**config.mk**
```make
export PLATFORM = sky130hd
export DESIGN_NAME = ordered_list_table
export DESIGN_NICKNAME = d
export VERILOG_FILES = /design/src/olt_pkg.sv /design/src/olt_ctrl.sv /design/src/olt_dp.sv /design/src/ordered_list_table.sv
export SDC_FILE = /design/constraint.sdc
export NUM_CORES = 1
export LEC_CHECK = 0
export BUFFER_PORTS_ARGS = -buffer_cell sky130_fd_sc_hd__clkbuf_2
export CAP_MARGIN = 20
export CELL_PAD_IN_SITES_DETAIL_PLACEMENT = 1
export CELL_PAD_IN_SITES_GLOBAL_PLACEMENT = 2
export CORE_ASPECT_RATIO = 1.25
export CORE_UTILIZATION = 40
export CTS_CLUSTER_DIAMETER = 120
export DETAILED_ROUTE_END_ITERATION = 12
export PLACE_DENSITY_LB_ADDON = 0.1
export SYNTH_ARGS = -nofsm -noshare
export SYNTH_HDL_FRONTEND = slang
export SYNTH_SLANG_ARGS = --single-unit
export TNS_END_PERCENT = 5
```
**constraint.sdc**
```tcl
create_clock -name clk -period 10.4 [get_ports clk]
set_clock_uncertainty 0.1 [all_clocks]
set_input_delay 0.52 -clock clk [delete_from_list [all_inputs] [get_ports clk]]
set_output_delay 0.52 -clock clk [all_outputs]
set_load 0.01 [all_outputs]
```
**src/olt_pkg.sv**
```systemverilog
`timescale 1ns / 1ps
// ----------------------------------------------------------------------------
// olt_pkg
// Shared widths, operation and status codes, and the command/status
// structs that join the list controller and its datapath.
// ----------------------------------------------------------------------------
package olt_pkg;

  localparam int CAPACITY_DEF = 16;

  localparam int FUNC_W    = 3;
  localparam int POS_W     = 5;
  localparam int VAL_W     = 32;
  localparam int STAT_W    = 3;
  localparam int IDX_W     = 4;
  localparam int CNT_OUT_W = 5;

  typedef enum logic [FUNC_W-1:0] {
    OP_PUSH_BACK  = 3'd0,
    OP_PUSH_FRONT = 3'd1,
    OP_POP_BACK   = 3'd2,
    OP_POP_FRONT  = 3'd3,
    OP_INSERT     = 3'd4,
    OP_ERASE      = 3'd5,
    OP_FIND       = 3'd6
  } op_t;

  typedef enum logic [STAT_W-1:0] {
    ST_OK        = 3'd0,
    ST_FULL      = 3'd1,
    ST_EMPTY     = 3'd2,
    ST_BAD_POS   = 3'd3,
    ST_NOT_FOUND = 3'd4
  } status_t;

  // where an operation's working position comes from
  typedef enum logic [1:0] {
    POS_INPUT = 2'd0,
    POS_ZERO  = 2'd1,
    POS_COUNT = 2'd2,
    POS_LAST  = 2'd3
  } pos_sel_t;

  typedef struct packed {
    logic     accept;
    logic     start_up;
    logic     start_down;
    logic     start_scan;
    pos_sel_t pos_sel;
    logic     step_up;
    logic     step_down;
    logic     step_scan;
    logic     fin_insert;
    logic     fin_erase;
    logic     load_out;
    logic     hit;
    status_t  status;
  } dp_cmd_t;

  typedef struct packed {
    logic full;
    logic empty;
    logic pos_gt_count;
    logic pos_ge_count;
    logic busy;
    logic pend;
    logic match;
  } dp_stat_t;

endpackage

```
**src/olt_ctrl.sv**
```systemverilog
`timescale 1ns / 1ps
// ----------------------------------------------------------------------------
// olt_ctrl
// Sequencer for the list table: decodes each accepted operation, runs the
// shift or scan sweep in the datapath, and hands the result to the output.
// ----------------------------------------------------------------------------
module olt_ctrl (
  input  logic                       clk,
  input  logic                       rst,
  input  logic                       in_valid,
  output logic                       in_stall,
  input  logic [olt_pkg::FUNC_W-1:0] func,
  output logic                       out_valid,
  input  logic                       out_stall,
  input  olt_pkg::dp_stat_t          stat,
  output olt_pkg::dp_cmd_t           cmd
);

  typedef enum logic [2:0] {
    S_IDLE,
    S_SHIFT_UP,
    S_SHIFT_DOWN,
    S_SCAN,
    S_REPORT
  } state_t;

  state_t           state, state_next;
  olt_pkg::status_t status_q, status_next;
  logic             hit_q, hit_next;
  logic             out_free;

  assign out_free = !out_valid || !out_stall;
  assign in_stall = (state != S_IDLE);

  always_comb begin
    cmd         = '0;
    state_next  = state;
    status_next = status_q;
    hit_next    = hit_q;
    case (state)
      S_IDLE: begin
        if (in_valid) begin
          cmd.accept  = 1'b1;
          hit_next    = 1'b0;
          status_next = olt_pkg::ST_OK;
          state_next  = S_REPORT;
          case (olt_pkg::op_t'(func))
            olt_pkg::OP_PUSH_BACK: begin
              if (stat.full) begin
                status_next = olt_pkg::ST_FULL;
              end else begin
                cmd.start_up = 1'b1;
                cmd.pos_sel  = olt_pkg::POS_COUNT;
                state_next   = S_SHIFT_UP;
              end
            end
            olt_pkg::OP_PUSH_FRONT: begin
              if (stat.full) begin
                status_next = olt_pkg::ST_FULL;
              end else begin
                cmd.start_up = 1'b1;
                cmd.pos_sel  = olt_pkg::POS_ZERO;
                state_next   = S_SHIFT_UP;
              end
            end
            olt_pkg::OP_POP_BACK: begin
              if (stat.empty) begin
                status_next = olt_pkg::ST_EMPTY;
              end else begin
                cmd.start_down = 1'b1;
                cmd.pos_sel    = olt_pkg::POS_LAST;
                state_next     = S_SHIFT_DOWN;
              end
            end
            olt_pkg::OP_POP_FRONT: begin
              if (stat.empty) begin
                status_next = olt_pkg::ST_EMPTY;
              end else begin
                cmd.start_down = 1'b1;
                cmd.pos_sel    = olt_pkg::POS_ZERO;
                state_next     = S_SHIFT_DOWN;
              end
            end
            olt_pkg::OP_INSERT: begin
              // full takes precedence over a bad position
              if (stat.full) begin
                status_next = olt_pkg::ST_FULL;
              end else if (stat.pos_gt_count) begin
                status_next = olt_pkg::ST_BAD_POS;
              end else begin
                cmd.start_up = 1'b1;
                cmd.pos_sel  = olt_pkg::POS_INPUT;
                state_next   = S_SHIFT_UP;
              end
            end
            olt_pkg::OP_ERASE: begin
              if (stat.pos_ge_count) begin
                status_next = olt_pkg::ST_BAD_POS;
              end else begin
                cmd.start_down = 1'b1;
                cmd.pos_sel    = olt_pkg::POS_INPUT;
                state_next     = S_SHIFT_DOWN;
              end
            end
            olt_pkg::OP_FIND: begin
              cmd.start_scan = 1'b1;
              state_next     = S_SCAN;
            end
            default: begin
            end
          endcase
        end
      end
      S_SHIFT_UP: begin
        // drain the last moved word before writing the new one
        if (!stat.busy && !stat.pend) begin
          cmd.fin_insert = 1'b1;
          state_next     = S_REPORT;
        end else begin
          cmd.step_up = 1'b1;
        end
      end
      S_SHIFT_DOWN: begin
        if (!stat.busy && !stat.pend) begin
          cmd.fin_erase = 1'b1;
          state_next    = S_REPORT;
        end else begin
          cmd.step_down = 1'b1;
        end
      end
      S_SCAN: begin
        // stop issuing reads on a hit so the read address holds the index
        if (stat.match) begin
          hit_next   = 1'b1;
          state_next = S_REPORT;
        end else if (!stat.busy && !stat.pend) begin
          status_next = olt_pkg::ST_NOT_FOUND;
          state_next  = S_REPORT;
        end else begin
          cmd.step_scan = 1'b1;
        end
      end
      S_REPORT: begin
        if (out_free) begin
          cmd.load_out = 1'b1;
          state_next   = S_IDLE;
        end
      end
      default: begin
        state_next = S_IDLE;
      end
    endcase
    cmd.hit    = hit_q;
    cmd.status = status_q;
  end

  always_ff @(posedge clk) begin
    if (rst) begin
      state     <= S_IDLE;
      status_q  <= olt_pkg::ST_OK;
      hit_q     <= 1'b0;
      out_valid <= 1'b0;
    end else begin
      state     <= state_next;
      status_q  <= status_next;
      hit_q     <= hit_next;
      out_valid <= cmd.load_out || (out_valid && out_stall);
    end
  end

  a_no_overwrite: assert property (@(posedge clk) disable iff (rst)
    cmd.load_out |-> out_free)
    else $error("result word loaded over a stalled one");

  a_accept_leaves_idle: assert property (@(posedge clk) disable iff (rst)
    (state == S_IDLE && in_valid) |=> (state != S_IDLE))
    else $error("accepted word did not start an operation");

endmodule

```
**src/olt_dp.sv**
```systemverilog
`timescale 1ns / 1ps
// ----------------------------------------------------------------------------
// olt_dp
// List datapath: entry memory, count, sweep pointer and counter for shifts
// and scans, key compare, and the output word register.
// ----------------------------------------------------------------------------
module olt_dp #(
  parameter int CAPACITY = olt_pkg::CAPACITY_DEF
) (
  input  logic                          clk,
  input  logic                          rst,
  input  logic [olt_pkg::POS_W-1:0]     position,
  input  logic signed [olt_pkg::VAL_W-1:0] item_value,
  input  olt_pkg::dp_cmd_t              cmd,
  output olt_pkg::dp_stat_t             stat,
  output logic [olt_pkg::STAT_W-1:0]    status,
  output logic [olt_pkg::IDX_W-1:0]     found_index,
  output logic [olt_pkg::CNT_OUT_W-1:0] entry_count
);

  localparam int AW    = $clog2(CAPACITY);
  localparam int CNT_W = $clog2(CAPACITY + 1);
  localparam int CMP_W = CNT_W + olt_pkg::POS_W;

  logic [olt_pkg::VAL_W-1:0] mem [CAPACITY];

  logic [CNT_W-1:0]          count;
  logic [CNT_W-1:0]          nr;
  logic                      pend;
  logic [AW-1:0]             ptr;
  logic [AW-1:0]             pos_q;
  logic [AW-1:0]             raddr_q;
  logic [olt_pkg::VAL_W-1:0] rdata;
  logic [olt_pkg::VAL_W-1:0] key;

  logic [CNT_W-1:0]          pos_in;
  logic [CNT_W-1:0]          eff;
  logic                      step;
  logic                      rd_en;

  assign pos_in = CNT_W'(position);

  always_comb begin
    case (cmd.pos_sel)
      olt_pkg::POS_INPUT: eff = pos_in;
      olt_pkg::POS_ZERO:  eff = '0;
      olt_pkg::POS_COUNT: eff = count;
      olt_pkg::POS_LAST:  eff = count - 1'b1;
      default:            eff = pos_in;
    endcase
  end

  assign step  = cmd.step_up || cmd.step_down || cmd.step_scan;
  assign rd_en = step && (nr != '0);

  assign stat.full         = (count == CNT_W'(CAPACITY));
  assign stat.empty        = (count == '0);
  assign stat.pos_gt_count = (CMP_W'(position) > CMP_W'(count));
  assign stat.pos_ge_count = (CMP_W'(position) >= CMP_W'(count));
  assign stat.busy         = (nr != '0);
  assign stat.pend         = pend;
  assign stat.match        = pend && (rdata == key);

  always_ff @(posedge clk) begin
    if (rst) begin
      count <= '0;
      nr    <= '0;
      pend  <= 1'b0;
    end else begin
      if (cmd.start_up) begin
        nr <= count - eff;
      end else if (cmd.start_down) begin
        nr <= count - eff - 1'b1;
      end else if (cmd.start_scan) begin
        nr <= count;
      end else if (rd_en) begin
        nr <= nr - 1'b1;
      end

      if (cmd.start_up || cmd.start_down || cmd.start_scan) begin
        pend <= 1'b0;
      end else if (step) begin
        pend <= rd_en;
      end

      if (cmd.fin_insert) begin
        count <= count + 1'b1;
      end else if (cmd.fin_erase) begin
        count <= count - 1'b1;
      end
    end
  end

  // sweep pointer and operand words
  always_ff @(posedge clk) begin
    if (cmd.accept) begin
      key <= item_value;
    end
    if (cmd.start_up) begin
      ptr   <= AW'(count - 1'b1);
      pos_q <= AW'(eff);
    end else if (cmd.start_down) begin
      ptr   <= AW'(eff + 1'b1);
      pos_q <= AW'(eff);
    end else if (cmd.start_scan) begin
      ptr <= '0;
    end else if (rd_en) begin
      ptr <= cmd.step_up ? ptr - 1'b1 : ptr + 1'b1;
    end
  end

  // entry memory: one read and one write port, read data registered
  always_ff @(posedge clk) begin
    if (rd_en) begin
      rdata   <= mem[ptr];
      raddr_q <= ptr;
    end
    if (cmd.step_up && pend) begin
      mem[raddr_q + 1'b1] <= rdata;
    end else if (cmd.step_down && pend) begin
      mem[raddr_q - 1'b1] <= rdata;
    end else if (cmd.fin_insert) begin
      mem[pos_q] <= key;
    end
  end

  always_ff @(posedge clk) begin
    if (cmd.load_out) begin
      status      <= cmd.status;
      found_index <= cmd.hit ? olt_pkg::IDX_W'(raddr_q) : '0;
      entry_count <= olt_pkg::CNT_OUT_W'(count);
    end
  end

  a_count_bound: assert property (@(posedge clk) disable iff (rst)
    count <= CNT_W'(CAPACITY))
    else $error("entry count beyond capacity");

  a_insert_room: assert property (@(posedge clk) disable iff (rst)
    cmd.fin_insert |-> !stat.full)
    else $error("insert into a full list");

  a_read_in_list: assert property (@(posedge clk) disable iff (rst)
    rd_en |-> (CNT_W'(ptr) < count))
    else $error("sweep read outside the held entries");

endmodule

```
**src/ordered_list_table.sv**
```systemverilog
`timescale 1ns / 1ps
// ----------------------------------------------------------------------------
// ordered_list_table
// Ordered list of signed 32-bit values in a store of CAPACITY entries.
// Each input word carries one operation (func), a position and a value;
// each operation returns exactly one result word: status, found_index and
// the entry_count after the operation. Both channels use valid/stall; a word
// moves on an edge with valid high and stall low.
// One operation runs at a time. A rejected operation or unused code goes
// straight to the result; push back, pop back and other move-free cases
// move no words; insert, erase, push front and pop front shift the words
// at or after the position; find reads from index 0 until a hit or the
// end of the list. The next word is taken in the cycle out_valid rises.
// Entries live in a single-port-write memory, so shifts and scans move one
// word per cycle; that sets the cost of the position-dependent operations.
// The next word is accepted as soon as the sequencer is idle, even while a
// result waits on a stalled output; its own result then waits in turn.
// Reset empties the list (count zero); the memory is not cleared.
// ----------------------------------------------------------------------------
module ordered_list_table #(
  parameter int CAPACITY = olt_pkg::CAPACITY_DEF
) (
  input  logic                             clk,
  input  logic                             rst,
  input  logic                             in_valid,
  output logic                             in_stall,
  input  logic [olt_pkg::FUNC_W-1:0]       func,
  input  logic [olt_pkg::POS_W-1:0]        position,
  input  logic signed [olt_pkg::VAL_W-1:0] item_value,
  output logic                             out_valid,
  input  logic                             out_stall,
  output logic [olt_pkg::STAT_W-1:0]       status,
  output logic [olt_pkg::IDX_W-1:0]        found_index,
  output logic [olt_pkg::CNT_OUT_W-1:0]    entry_count
);

  olt_pkg::dp_cmd_t  cmd;
  olt_pkg::dp_stat_t stat;

  olt_ctrl u_ctrl (
    .clk       (clk),
    .rst       (rst),
    .in_valid  (in_valid),
    .in_stall  (in_stall),
    .func      (func),
    .out_valid (out_valid),
    .out_stall (out_stall),
    .stat      (stat),
    .cmd       (cmd)
  );

  olt_dp #(
    .CAPACITY (CAPACITY)
  ) u_dp (
    .clk         (clk),
    .rst         (rst),
    .position    (position),
    .item_value  (item_value),
    .cmd         (cmd),
    .stat        (stat),
    .status      (status),
    .found_index (found_index),
    .entry_count (entry_count)
  );

endmodule

```
Yosys cells after proc, flatten, opt, wreduce, memory -nomap -nowiden. Memories as Yosys holds them, arrays and structs flattened. A register that Yosys moved wholly into a read port is not among the register bits. Index checks and enable logic that the tools add are counted.

Equality and inequality tests: 20. Mux-type cells: 78. Reductions and logical operators: 35. Add/sub/neg operators: 10. $lt $le $gt $ge: 2.

Operators by type and width (count): 32-bit 2-to-1 mux (2); 32-bit OR reduction (2); 3-bit 2-to-1 mux (13); 4-bit 2-to-1 mux (9); 32-bit == test (1); 1-bit 2-to-1 mux (32); 5-bit 2-to-1 mux (6); 3-bit one-hot mux with 4 select lines (2); 5-bit one-hot mux with 4 select lines (1); 3-bit one-hot mux with 5 select lines (1); 5-bit by 1-bit subtractor with 5-bit output (second input constant) (3); 4-bit by 1-bit adder with 4-bit output (second input constant) (3); 3-bit by 2-bit == test with 1-bit output (second input constant) (4); 3-bit == test (second input constant) (4); 6-bit 2-to-1 mux (2); 2-bit 2-to-1 mux (5); 2-bit one-hot mux with 4 select lines (1); 2-bit OR reduction (4); 4-bit by 1-bit subtractor with 4-bit output (second input constant) (2); 3-bit by 1-bit == test with 1-bit output (second input constant) (2); 1-bit logical AND (6); 3-bit logical NOT (2); 1-bit logical OR (6); 2-bit != test (second input constant) (3); other kinds (20) (29).

Register bits after elaboration: 75. Memories: 1. Logic and storage cells: 160. Bits in writable memories: 512.

Memory list: u_dp.mem (depth 16, width 32, read ports 1, clocked after memory_dff 1, write ports 1, line olt_dp.sv:25) `logic [olt_pkg::VAL_W-1:0] mem [CAPACITY];`.

Logic depth before layout (Yosys ltp). Gate-level depths: netlist of the first run.

Depth after elaboration: 12. Gate-level depth with buffers: 17. Depth with buffers taken out: 16.

Modules after synthesis. A second synthesis of the first run with hierarchy kept.

Cells, all modules: 1246. Area, all modules: 25089.1 um^2.

Modules (own cells, without submodules): olt_dp (times used 1, seq. area each 18237.5 um^2, cells an instance 1150, area each 24410.9 um^2); olt_ctrl (times used 1, seq. area each 160.2 um^2, cells an instance 96, area each 678.2 um^2).

Worst setup path before layout of the first run. OpenSTA, ideal clock, no wires.

Path kind: register to register. Start: register u_dp.nr[0]. End: memory u_dp.mem[12][0] in the netlist's numbering, enable pin. Stages on the path, launching flop included: 11. Path slack: 5.656 ns. Arrival: 4.183 ns. Required time: 9.839 ns. Cells stage by stage: dfxtp_1 -> inv_1 -> ha_1 -> nand2b_1 -> or3_1 -> nor2_1 -> nand2_1 -> clkbuf_1 -> o21ai_0 -> nand3_1 -> nor3_1.

Word-level cells in the longest chain between the ends: 12. Elaborated cells between the ends (all ways): 25. Those cells by class: mux (18); reduce/logical (7).

RTL lines: start, declared (line olt_dp.sv:28) `logic [CNT_W-1:0] nr;`; start signal, assigned (line olt_dp.sv:71) `nr <= count - eff;`; start signal, assigned (line olt_dp.sv:73) `nr <= count - eff - 1'b1;`; start signal, assigned (line olt_dp.sv:75) `nr <= count;`; 5-bit nonzero test (*) (line olt_dp.sv:60) `assign stat.busy = (nr != '0);`; 1-bit logical NOT (*) (line olt_ctrl.sv:116, olt_ctrl.sv:124); 1-bit logical AND (*) (line olt_ctrl.sv:116, olt_ctrl.sv:124); 1-bit 2-to-1 mux (line olt_ctrl.sv:116, olt_ctrl.sv:124); 1-bit 2-to-1 mux (line olt_ctrl.sv:40) `case (state)`; 1-bit logical AND (line olt_dp.sv:120) `end else if (cmd.step_down && pend) begin`; 1-bit 2-to-1 mux (line olt_dp.sv:120); 1-bit 2-to-1 mux (line olt_dp.sv:118) `if (cmd.step_up && pend) begin`; 1-bit 2-to-1 mux (implied by the code) (line olt_dp.sv:121) `mem[raddr_q - 1'b1] <= rdata;`; 32-bit OR reduction (no source line); 4-bit 2-to-1 mux (no source line) or 1-bit 2-to-1 mux (tied branches) (2 in series); end, declared (line olt_dp.sv:25).

Mark *: on every way between the ends. The rest lies on a longest branch, timed or not.

Worst setup path in the final report of the first run.
Start: register u_dp.nr[0]. End: memory u_dp.mem[9][20] in the netlist's numbering, enable pin.

Same word-level chain as after synthesis.

==> results of run 1 <==
==> cell type report <==
class                           instances  area (um2)
Timing Repair Buffer                  121         866
Clock buffer                           82        1750
Sequential cell                       619       18400
Tap cell                              832        1040
Fill cell                            5785       33200
Multi-Input combinational cell        600        6480
Inverter                               22        82.6
Clock inverter                         33         246
==> kinds of logic (layout without fill, tap and decap cells) <==
| kind of cell | Yosys count | count (layout) | share of synthesized area (%) |
|---|---|---|---|
| flops | 619 | 619 | 73.3 |
| xor+xnor | 58 | 58 | 2.02 |
| compound gates | 99 | 99 | 2.85 |
| buf+inv | 84 | 258 | 1.32 |
| simple gates | 258 | 258 | 4.81 |
| mux | 164 | 164 | 14.5 |
| fa+ha+maj | 21 | 21 | 1.14 |
==> synthesized netlist by cell type (3+ instances only) <==
cell type and number:
nand4_1 7, nand2_1 128, o211ai_1 3, a21oi_1 34, or3_1 5, nor3b_1 3
inv_1 22, mux2i_1 4, nor4_1 7, nand3_1 6, clkbuf_1 46, dfxtp_1 19
nand2b_1 10, xnor2_1 32, mux4_2 160, and3b_1 3, o21ai_1 3, nor3_1 22
edfxtp_1 600, o21ai_0 11, fa_1 3, a21o_1 4, nor2b_1 6, nor2_1 39
ha_1 18, a22oi_1 3, buf_1 13, xor2_1 26, and2_1 7, a211oi_1 7
==> per-layer routing <==
metal / vias up / wire, um / track usage (%)
met3: 86 / 2150 / 2.93
met5: - / 0 / 0
met1: 6746 / 27500 / 27.9
li1: 5513 / - / -
met2: 220 / 31600 / 34.3
met4: 0 / 1550 / 6.86
==> critical path: cells and delay by family, from the launching register on <==
kind                     cells  cell delay, ps
AND/OR/NAND/NOR              7            3120
buffers and inverters        2             510
flip-flops                   1             340
adder cells (fa/ha/maj)      1             160
AO/OA/AOI/OAI                1             160
==> power by group through the flow <==
| stage | registers [mW] | clock network (mW) | logic, mW |
|---|---|---|---|
| detailed placement | 3.28 | 0 | 2.17 |
| global placement | 3.27 | 0 | 2.14 |
| floorplan | 3.23 | 0 | 1.51 |
| CTS | 3.23 | 2.29 | 2.19 |
| global route | 3.24 | 2.37 | 2.33 |
| finish | 3.22 | 2.23 | 2.12 |
==> worst max path at each step <==
stage	from	end	cells past startpoint
final	u_dp.nr[0]$_SDFFE_PP0P_	u_dp.mem[9][20]$_DFFE_PP_	11
after global placement	u_dp.nr[0]$_SDFFE_PP0P_	u_dp.mem[9][26]$_DFFE_PP_	11
after global routing	u_dp.nr[0]$_SDFFE_PP0P_	u_dp.mem[9][16]$_DFFE_PP_	11
after CTS	u_dp.nr[0]$_SDFFE_PP0P_	u_dp.mem[9][16]$_DFFE_PP_	11
after detailed placement	u_dp.nr[0]$_SDFFE_PP0P_	u_dp.mem[9][30]$_DFFE_PP_	11
after floorplan	u_dp.nr[0]$_SDFFE_PP0P_	u_dp.mem[12][0]$_DFFE_PP_	10
==> per-stage QoR <==
step	cells	power, mW
5_1_grt	2309	7.94
2_1_floorplan	1303	4.74
6_report	2309	7.57
3_5_place_dp	2163	5.45
4_1_cts	2309	7.71
3_3_place_gp	2162	5.41
==> state kept, by name (all words and copies together), names as in the netlist <==
register	cells
u_dp.key	32
u_dp.entry_count	5
u_ctrl.status_q	3
u_dp.count	5
u_dp.status	3
u_dp.nr	5
u_dp.pend	1
u_dp.raddr_q	4
u_dp.mem	512
u_dp.ptr	4
u_ctrl.state	3
u_ctrl.hit_q	1
u_dp.rdata	32
u_dp.found_index	4
u_ctrl.out_valid	1
u_dp.pos_q	4
==> summary.md, run 1 <==
| Metric | Value |
|---|---|
| Status | completed |
| Worst hold start | item_value[0] |
| Largest net degree at the start of global routing | 132 |
| WP data arrival | 4890 ps |
| Post-CTS Setup Repair Bufs | 0 |
| Worst path max stage delay | 970 ps |
| First-iteration detailed-routing DRC count | 878 |
| First-pass GRT wire length | 93700 um |
| ANT nets after route | 0 |
| Post-route minimum period | 4740 ps |
| Slowest stage cell, crit path | and2_2 |
| Most common cell after layout, fill and taps aside | edfxtp_1 |
| Htree depth | 3 |
| Fmax | 211 MHz |
| Period utilization | 45.6% |
| TritonCTS Buffers | 67 |
| Crit-path max FO | 35 |
| Vias per inst | 5.44 |
| Synthesized area per cell | 19.3 um2 |
| WL final | 62800 um |
| Top cells by area, synth | edfxtp_1 (72%), mux4_2 (14%), nand2_1 (1.9%), dfxtp_1 (1.5%), xnor2_1 (1.1%) |
| Top cell type's share of synthesized area | 71.8% |
| Power Density | 262 nW/um2 |
| Final Cell Area | 28900 um2 |
| Register area share after synthesis | 73.3% |
| Gr ovfl total | 0 |
| Dominant synthesized flop cell | edfxtp_1 |
| Wire per inst | 27.2 um |
| Mapped Nets | 1368 |
| Final #Nets | 1496 |
| Min setup slack post-route | 5660 ps |
| Cells resized by post-CTS repair | 0 |
| Clk network pwr share | 29.4% |
| Worst hold stages | 1 |
| CTS clk-pin slew, worst paths | 60 ps |
| Register bit count reported by yosys | 619 |
| Die Y | 282 um |
| Core ar. | 62000 um2 |
| Final Setup Violations | 0 |
| Post-Route Setup TNS | 0 ps |
| Switch Pwr | 2.30 mW |
| Relative slew slack | 25.7% |
| FF-to-FF setup slack | 5660 ps |
| Max IR drop VDD | 188 uV |
| Initial Util | 40.5% |
| Logic pwr share | 28.0% |
| Crit start category | flop |
| CTS root buffer | clkbuf_16 |
| CTS tree | built |
| Post-layout util | 46.5% |
| Final Hold Fails | 0 |
| Routability Congestion | 0.772 |
| R2R depth | 11 |
| Clock sink total | 619 |
| Async SR Flop Fraction | 0% |
| TritonRoute pass-1 iters | 6 |
| Worst hold path type | primary input to flop |
| Antenna Cells | 0 |
| Critical path capture point type | flop |
| DIE AREA | 63700 um2 |
| Vias in the first global route | 13600 |
| Synth Instances | 1303 |
| Clock Tree Buf Depth | 3 |
| WHS Endpoint | u_dp.key[0]$_DFFE_PP_ |
| # DRC | 0 |
| Area growth from synthesis to layout | 15.1% |
| Port Buf Inserts | 57 |
| Commonest cells after routing, fill and taps aside | edfxtp_1 (600), mux4_2 (160), nand2_1 (127), clkbuf_16 (68), clkbuf_2 (57) |
| RSZ-0062 raised after global routing | no |
| Hold buffer count at CTS | 31 |
| Die W | 226 um |
| Synth Cell Area | 25100 um2 |
| RR Endpoint | u_dp.mem[9][20]$_DFFE_PP_ |
| FF-to-FF Start | u_dp.nr[0]$_SDFFE_PP0P_ |
| Final HPWL DP | 37700 um |
| Slew @ Worst Pin | 1110 ps |
| Required @ worst endpoint | 10550 ps |
| Synth unique cells | 66 |
| Leakage | 9.36 nW |
| Max-slew violation count | 0 |
| Number of synthesized flops with an enable pin | 600 |
| CP Class | flop to flop |
| CP cell instances | inv_1 -> ha_1 -> nand2b_1 -> or3_1 -> nor2_1 -> and2_2 -> a22oi_1 -> nor3_1 -> nand2_1 -> nor2_4 -> buf_4 |
| Row count | 102 |
| Final Hold Slack | 34.2 ps |
| Antenna violations before repair | 0 |
| Ys Warns | 0 |
| Total track usage | 20.6% |
| Max Cap Violations | 0 |
| Area after DPL | 26600 um2 |
| Clk_lat worst skew | 590 ps |
| Layout cell share with drive strength beyond 1 | 25.2% |
| Switching part of the total | 30.4% |
| Top Ports | 58 |
| Flop pwr share | 42.6% |
| Via count | 12600 |
| Cell taking the most area after synthesis | edfxtp_1 |
| Design internal power | 5.27 mW |
| Setup WS pre-CTS | 5660 ps |
(Power assumes the default switching activity.)
==> inputs of run 2 (changes only) <==
- ABC_AREA: not set -> 1
- clock period: 10.4 -> 4.71 ns (I/O delays scaled with it)
==> run 2 against run 1 <==
Effect of this change:
- worst hold slack worse by 20 ps
- final cell count up 30%
- largest power group unchanged
- critical endpoint is now u_dp.nr[3]$_SDFFE_PP0P_
- routed wire length up 15%
- critical path type unchanged
- global-route usage up 1.6 points
- total power up 110%
- count of clock-buffer cells in the layout up 5
==> summary.md, run 2 <==
| Metric | Value |
|---|---|
| WP data arrival | 4390 ps |
| Logic pwr share | 26.8% |
| Switching part of the total | 33.2% |
| RSZ-0062 raised after global routing | no |
| Routability Congestion | 0.811 |
| Ys Warns | 0 |
| Total track usage | 22.2% |
| Vias per inst | 5.39 |
| Leakage | 10.9 nW |
| First-iteration detailed-routing DRC count | 936 |
| Synth Cell Area | 26100 um2 |
| Slowest stage cell, crit path | dfxtp_1 |
| Post-route insts no fill | 3013 |
| Cells resized by post-CTS repair | 0 |
| Area growth from synthesis to layout | 15.1% |
| Top cells by area, synth | edfxtp_1 (69%), mux2i_1 (4.9%), o21ai_0 (3.8%), o211ai_1 (3.8%), a21oi_1 (3.0%) |
| Max reg flops | 512 |
| Synth Instances | 1995 |
| Placed insts | 2860 |
| CP Buf/Inv Count | 2 |
| ANT nets after route | 0 |
| Initial Util | 40.5% |
| First-pass GRT wire length | 109000 um |
| Synthesized area per cell | 13.1 um2 |
| Critical path capture point type | flop |
| RR Endpoint | u_dp.nr[3]$_SDFFE_PP0P_ |
| Cell taking the most area after synthesis | edfxtp_1 |
| Fmax | 250 MHz |
| Antenna violations before repair | 0 |
| Most used cell, CP | nand2_1 |
| Port Buf Inserts | 57 |
| Commonest cells after routing, fill and taps aside | edfxtp_1 (600), inv_1 (201), o21ai_0 (199), nand2_1 (191), a21oi_1 (157) |
| Clock sink total | 619 |
| Top Ports | 58 |
| Power Density | 535 nW/um2 |
| WL final | 72500 um |
| Register bit count reported by yosys | 619 |
| Worst hold stages | 3 |
| Clk_lat worst skew | 620 ps |
| Final Hold Fails | 0 |
| TritonCTS Buffers | 66 |
| Relative slew slack | 24.5% |
| DIE AREA | 66300 um2 |
| Synth unique cells | 49 |
| Final Setup Violations | 0 |
| Max-slew violation count | 0 |
| TritonRoute pass-1 iters | 4 |
| Async SR Flop Fraction | 0% |
| Fillers | 6610 |
| Crit start category | flop |
| Min setup slack post-route | 716 ps |
| Setup WS pre-CTS | 668 ps |
| Vias in the first global route | 17200 |
| Clk network pwr share | 30.7% |
| Final #Nets | 2182 |
| Die Y | 288 um |
| Worst hold start | in_valid |
| CP Class | flop to flop |
| Post-Route Setup TNS | 0 ps |
| Post-route minimum period | 3990 ps |
| Max IR drop VDD | 348 uV |
| Period utilization | 84.8% |
| Dominant synthesized flop cell | edfxtp_1 |
| Die W | 231 um |
| Status | completed |
| R2R depth | 14 |
| Critical path's top delay family | simple AND/OR/NAND/NOR gates |
| Via count | 16200 |
| Row count | 104 |
| Wire per inst | 24.1 um |
| Clock Tree Buf Depth | 3 |
| Most common cell after layout, fill and taps aside | edfxtp_1 |
| Final HPWL DP | 41700 um |
| Largest register by flop count | u_dp.mem |
| CTS root buffer | clkbuf_16 |
| Max Cap Violations | 0 |
| WHS Endpoint | u_ctrl.hit_q$_SDFFE_PP0P_ |
| Worst path max stage delay | 620 ps |
| Core ar. | 64500 um2 |
| Most frequent cell after synthesis | edfxtp_1 |
| CP cell instances | inv_1 -> ha_1 -> nand2_1 -> nor2_1 -> nand2_1 -> inv_1 -> o41ai_1 -> nand2_1 -> nand2_1 -> nor2_1 -> nand2_1 -> o21ai_0 -> a21oi_1 -> nor2_1 |
| Required @ worst endpoint | 5100 ps |
| Largest net degree at the start of global routing | 171 |
| FF-to-FF setup slack | 720 ps |
| Antenna Cells | 0 |
| Register area share after synthesis | 70.4% |
| Crit-path max FO | 13 |
| Synth cell count leaders | edfxtp_1 (600), inv_1 (203), o21ai_0 (199) |
| Number of synthesized flops with an enable pin | 600 |
| Htree depth | 3 |
| CTS tree | built |
| Worst hold path type | primary input to flop |
| # DRC | 0 |
| Flop pwr share | 42.5% |
| Layout cell share with drive strength beyond 1 | 12.4% |
| Design internal power | 10.8 mW |
| Slew @ Worst Pin | 1130 ps |
| Gr ovfl total | 0 |
| Top cell type's share of synthesized area | 69.0% |
| Tot Pwr | 16.1 mW |
| Final Hold Slack | 14.0 ps |
| Switch Pwr | 5.35 mW |
| Biggest regs | u_dp.mem (512), u_dp.key (32), u_dp.rdata (32) |
| FF-to-FF Start | u_dp.count[2]$_SDFFE_PP0P_ |
| CTS clk-pin slew, worst paths | 60 ps |
| Mapped Nets | 2060 |
-- run 2: how the worst max path moves through the flow --
stage                                             from  depth (start not counted)  slack [ps]                  endpoint
after floorplan           u_ctrl.state[2]$_SDFFE_PP0P_                          9         910  u_dp.mem[3][0]$_DFFE_PP_
after global placement      u_dp.count[2]$_SDFFE_PP0P_                         15         710   u_dp.nr[2]$_SDFFE_PP0P_
after detailed placement    u_dp.count[2]$_SDFFE_PP0P_                         15         670   u_dp.nr[2]$_SDFFE_PP0P_
after CTS                   u_dp.count[2]$_SDFFE_PP0P_                         15         630   u_dp.nr[2]$_SDFFE_PP0P_
after global routing        u_dp.count[2]$_SDFFE_PP0P_                         15         210   u_dp.nr[0]$_SDFFE_PP0P_
final                       u_dp.count[2]$_SDFFE_PP0P_                         14         720   u_dp.nr[3]$_SDFFE_PP0P_
-- run 2: area by class of cell --
class | instances | area (um2) | share of cell area, %
clock buffer | 87 | 1800 | 6.00
clock inverter | 29 | 203 | 0.674
inverter | 213 | 810 | 2.69
multi-input combinational | 1060 | 6610 | 22.0
sequential | 619 | 18400 | 61.2
tap | 848 | 1060 | 3.53
timing repair buffer | 157 | 1180 | 3.93
-- run 2: what timing repair did --
action,4_1_cts,5_1_grt
setup buffers,0,0
endpoints found under the hold margin,44,0
hold buffers,37,0
-- run 2: logic make-up (layout without fill, tap and decap cells) --
family | count (synthesis) | after routing | share of synthesized area, %
fa+ha+maj | 21 | 21 | 1.09
simple gates | 369 | 369 | 6.57
flops | 619 | 619 | 70.4
buf+inv | 316 | 486 | 4.71
xor+xnor | 28 | 28 | 0.939
compound gates | 514 | 514 | 11.4
mux | 128 | 128 | 4.90
-- run 2: layer usage --
layer,GRT usage (%),up-vias,share of wire (%)
met5,0,-,0
met4,6.29,0,1.8
met3,2.83,78,3.4
met2,39.9,260,52
met1,28.1,8350,43
li1,-,7556,-
-- run 2: stage by stage --
stage	cell area, um2	utilization, %
after detailed placement	27700	42.9
after global placement	27700	42.9
after global routing	30100	46.6
after floorplan	26100	-
after CTS	30100	46.6
final	30100	46.6
-- run 2: worst register-to-register path, delay by kind of cell (launching register included) --
family	cells	cell delay [ps]
compound gates	3	920
fa+ha+maj	1	350
buf+inv	2	310
flops	1	620
simple gates	8	1580
-- run 2: power by group through the flow --
stage	clock network (mW)	registers [mW]	logic, mW
2_1_floorplan	0	6.90	2.87
4_1_cts	5.06	6.85	4.40
3_5_place_dp	0	6.96	4.35
6_report	4.94	6.84	4.32
5_1_grt	5.24	6.86	4.80
3_3_place_gp	0	6.96	4.27
==> inputs of run 3 (changes only) <==
- ABC_AREA: 1 -> 0
- clock period: 4.71 -> 3.23 ns (I/O delays scaled with it)
==> run 3 against run 2 <==
Effect of this change:
- the run now ends with negative setup slack left
- flip-flop and latch count did not move
- routed wire length fell by 9.0%
- non-clock buffer count rose by 44
- critical path type unchanged
- largest power group unchanged
==> summary.md, run 3 (same netlist as run 1, synthesis figures left out) <==
| Metric | Value |
|---|---|
| Status | complete, but fails checks |
| Failing checks | negative setup slack |
| Biggest regs | u_dp.mem (512), u_dp.key (32), u_dp.rdata (32) |
| Power Density | 842 nW/um2 |
| Final Hold Fails | 0 |
| FF-to-FF setup slack | -20 ps |
| Relative slew slack | 46.3% |
| Htree depth | 3 |
| Final #Nets | 1575 |
| Vias per inst | 5.48 |
| WHS Endpoint | u_dp.pos_q[0]$_DFFE_PP_ |
| RR Endpoint | u_dp.nr[3]$_SDFFE_PP0P_ |
| TritonRoute pass-1 iters | 5 |
| Total track usage | 21.6% |
| Most used cell, CP | buf_4 |
| DIE AREA | 63700 um2 |
| Antenna Cells | 0 |
| Clock Tree Buf Depth | 3 |
| Max reg flops | 512 |
| WP data arrival | 3660 ps |
| Critical path capture point type | flop |
| Setup WS pre-CTS | -123 ps |
| First-pass GRT wire length | 96800 um |
| Die Y | 282 um |
| FF-to-FF Start | u_ctrl.state[2]$_SDFFE_PP0P_ |
| Die W | 226 um |
| CP Class | flop to flop |
| CTS tree | built |
| RSZ-0062 raised after global routing | yes |
| Clk_lat worst skew | 610 ps |
| Slowest stage cell, crit path | or4b_4 |
| Final HPWL DP | 38800 um |
| CTS clk-pin slew, worst paths | 60 ps |
| Worst hold path type | primary input to flop |
| Row count | 102 |
| Area growth from synthesis to layout | 20.1% |
| Worst path max stage delay | 550 ps |
| Wire per inst | 27.6 um |
| First-iteration detailed-routing DRC count | 833 |
| Post-Route Setup TNS | -30.9 ps |
| Gr ovfl total | 0 |
| Max-slew violation count | 0 |
| Via count | 13100 |
| Routability Congestion | 0.768 |
| CP cell instances | or4b_4 -> a211o_4 -> a2111oi_4 -> a21oi_2 -> buf_4 -> fa_2 -> xor2_2 -> xnor2_2 -> buf_4 -> a41oi_1 -> a311oi_2 |
| Post-layout util | 48.6% |
| Initial Util | 40.5% |
| ANT nets after route | 0 |
| Fmax | 307 MHz |
| Worst hold stages | 5 |
| Top Ports | 58 |
| Crit-path max FO | 6 |
| Leakage | 9.92 nW |
| CTS root buffer | clkbuf_16 |
| Layout cell share with drive strength beyond 1 | 30.7% |
| Max Cap Violations | 0 |
| Final Setup Violations | 2 |
| Antenna violations before repair | 0 |
| Final Cell Area | 30100 um2 |
| # DRC | 0 |
| Period utilization | 101% |
| Final Hold Slack | 43.6 ps |
| Commonest cells after routing, fill and taps aside | edfxtp_1 (600), mux4_2 (160), nand2_1 (126), buf_4 (75), clkbuf_16 (68) |
| Min setup slack post-route | -23.5 ps |
| Worst hold start | position[0] |
| Post-route minimum period | 3250 ps |
| WL final | 66000 um |
| Placed insts | 2233 |
| Post-route insts no fill | 2394 |
| Slew @ Worst Pin | 798 ps |
| Largest net degree at the start of global routing | 70 |
| Core ar. | 62000 um2 |
| Area after DPL | 27500 um2 |
| Crit start category | flop |
| Port Buf Inserts | 57 |
| TritonCTS Buffers | 66 |
| Required @ worst endpoint | 3640 ps |
| Vias in the first global route | 14200 |
| Max IR drop VDD | 654 uV |
| Tot Pwr | 25.4 mW |
| Largest register by flop count | u_dp.mem |
| R2R depth | 11 |
| Clock sink total | 619 |
| Most common cell after layout, fill and taps aside | edfxtp_1 |
run 3: cell types whose count changed in the layout (fill, tap and decap cells not counted), sizes merged, moves of 124 or more:
cell,previous run,this run
o21ai,203,14
a21oi,158,34
mux4,0,160
mux2i,128,4
o211ai,131,3
inv,215,27
run 3: critical path, delay by kind of cell (launching register included):
| kind | cells | cell delay [ps] |
|---|---|---|
| buf+inv | 2 | 330 |
| simple gates | 1 | 550 |
| flops | 1 | 310 |
| xor+xnor | 2 | 440 |
| compound gates | 5 | 990 |
| fa+ha+maj | 1 | 420 |
run 3: power by group:
part           switching [mW]  internal, mW
Sequential              0.262          10.1
Combinational            4.21          3.33
Clock                    3.16          4.36
run 3: worst max path at each step:
stage                            startpoint                 endpoint  cells past startpoint
6_report       u_ctrl.state[2]$_SDFFE_PP0P_  u_dp.nr[3]$_SDFFE_PP0P_                     11
5_1_grt        u_ctrl.state[2]$_SDFFE_PP0P_  u_dp.nr[3]$_SDFFE_PP0P_                     11
4_1_cts        u_ctrl.state[2]$_SDFFE_PP0P_  u_dp.nr[3]$_SDFFE_PP0P_                     13
3_5_place_dp   u_ctrl.state[1]$_SDFFE_PP0P_  u_dp.nr[4]$_SDFFE_PP0P_                     13
3_3_place_gp   u_ctrl.state[1]$_SDFFE_PP0P_  u_dp.nr[4]$_SDFFE_PP0P_                     13
2_1_floorplan  u_ctrl.state[1]$_SDFFE_PP0P_  u_dp.nr[4]$_SDFFE_PP0P_                     15
run 3: layout make-up:
class	count	area, um2
timing repair buffer	201	1840
tap	832	1040
sequential	619	18400
inverter	22	82.6
clock inverter	41	388
multi-input combinational	600	6640
clock buffer	79	1740
fill	5774	31900
run 3: timing repair:
action | CTS | global route
resized for setup | 6 | 9
pin swaps | 5 | 1
hold buffers | 38 | 0
setup buffers | 2 | 1
hold endpoints to repair | 57 | 0
cloned | 0 | 0
endpoints found under the setup margin | 4 | 285
run 3: metal layers:
metal	global-route usage [%]	vias up	part of all wire (%)
li1	-	5684	-
met1	27.8	7037	41
met2	37.5	276	52
met3	3.00	111	3.7
met4	7.06	0	2.7
met5	0	-	0
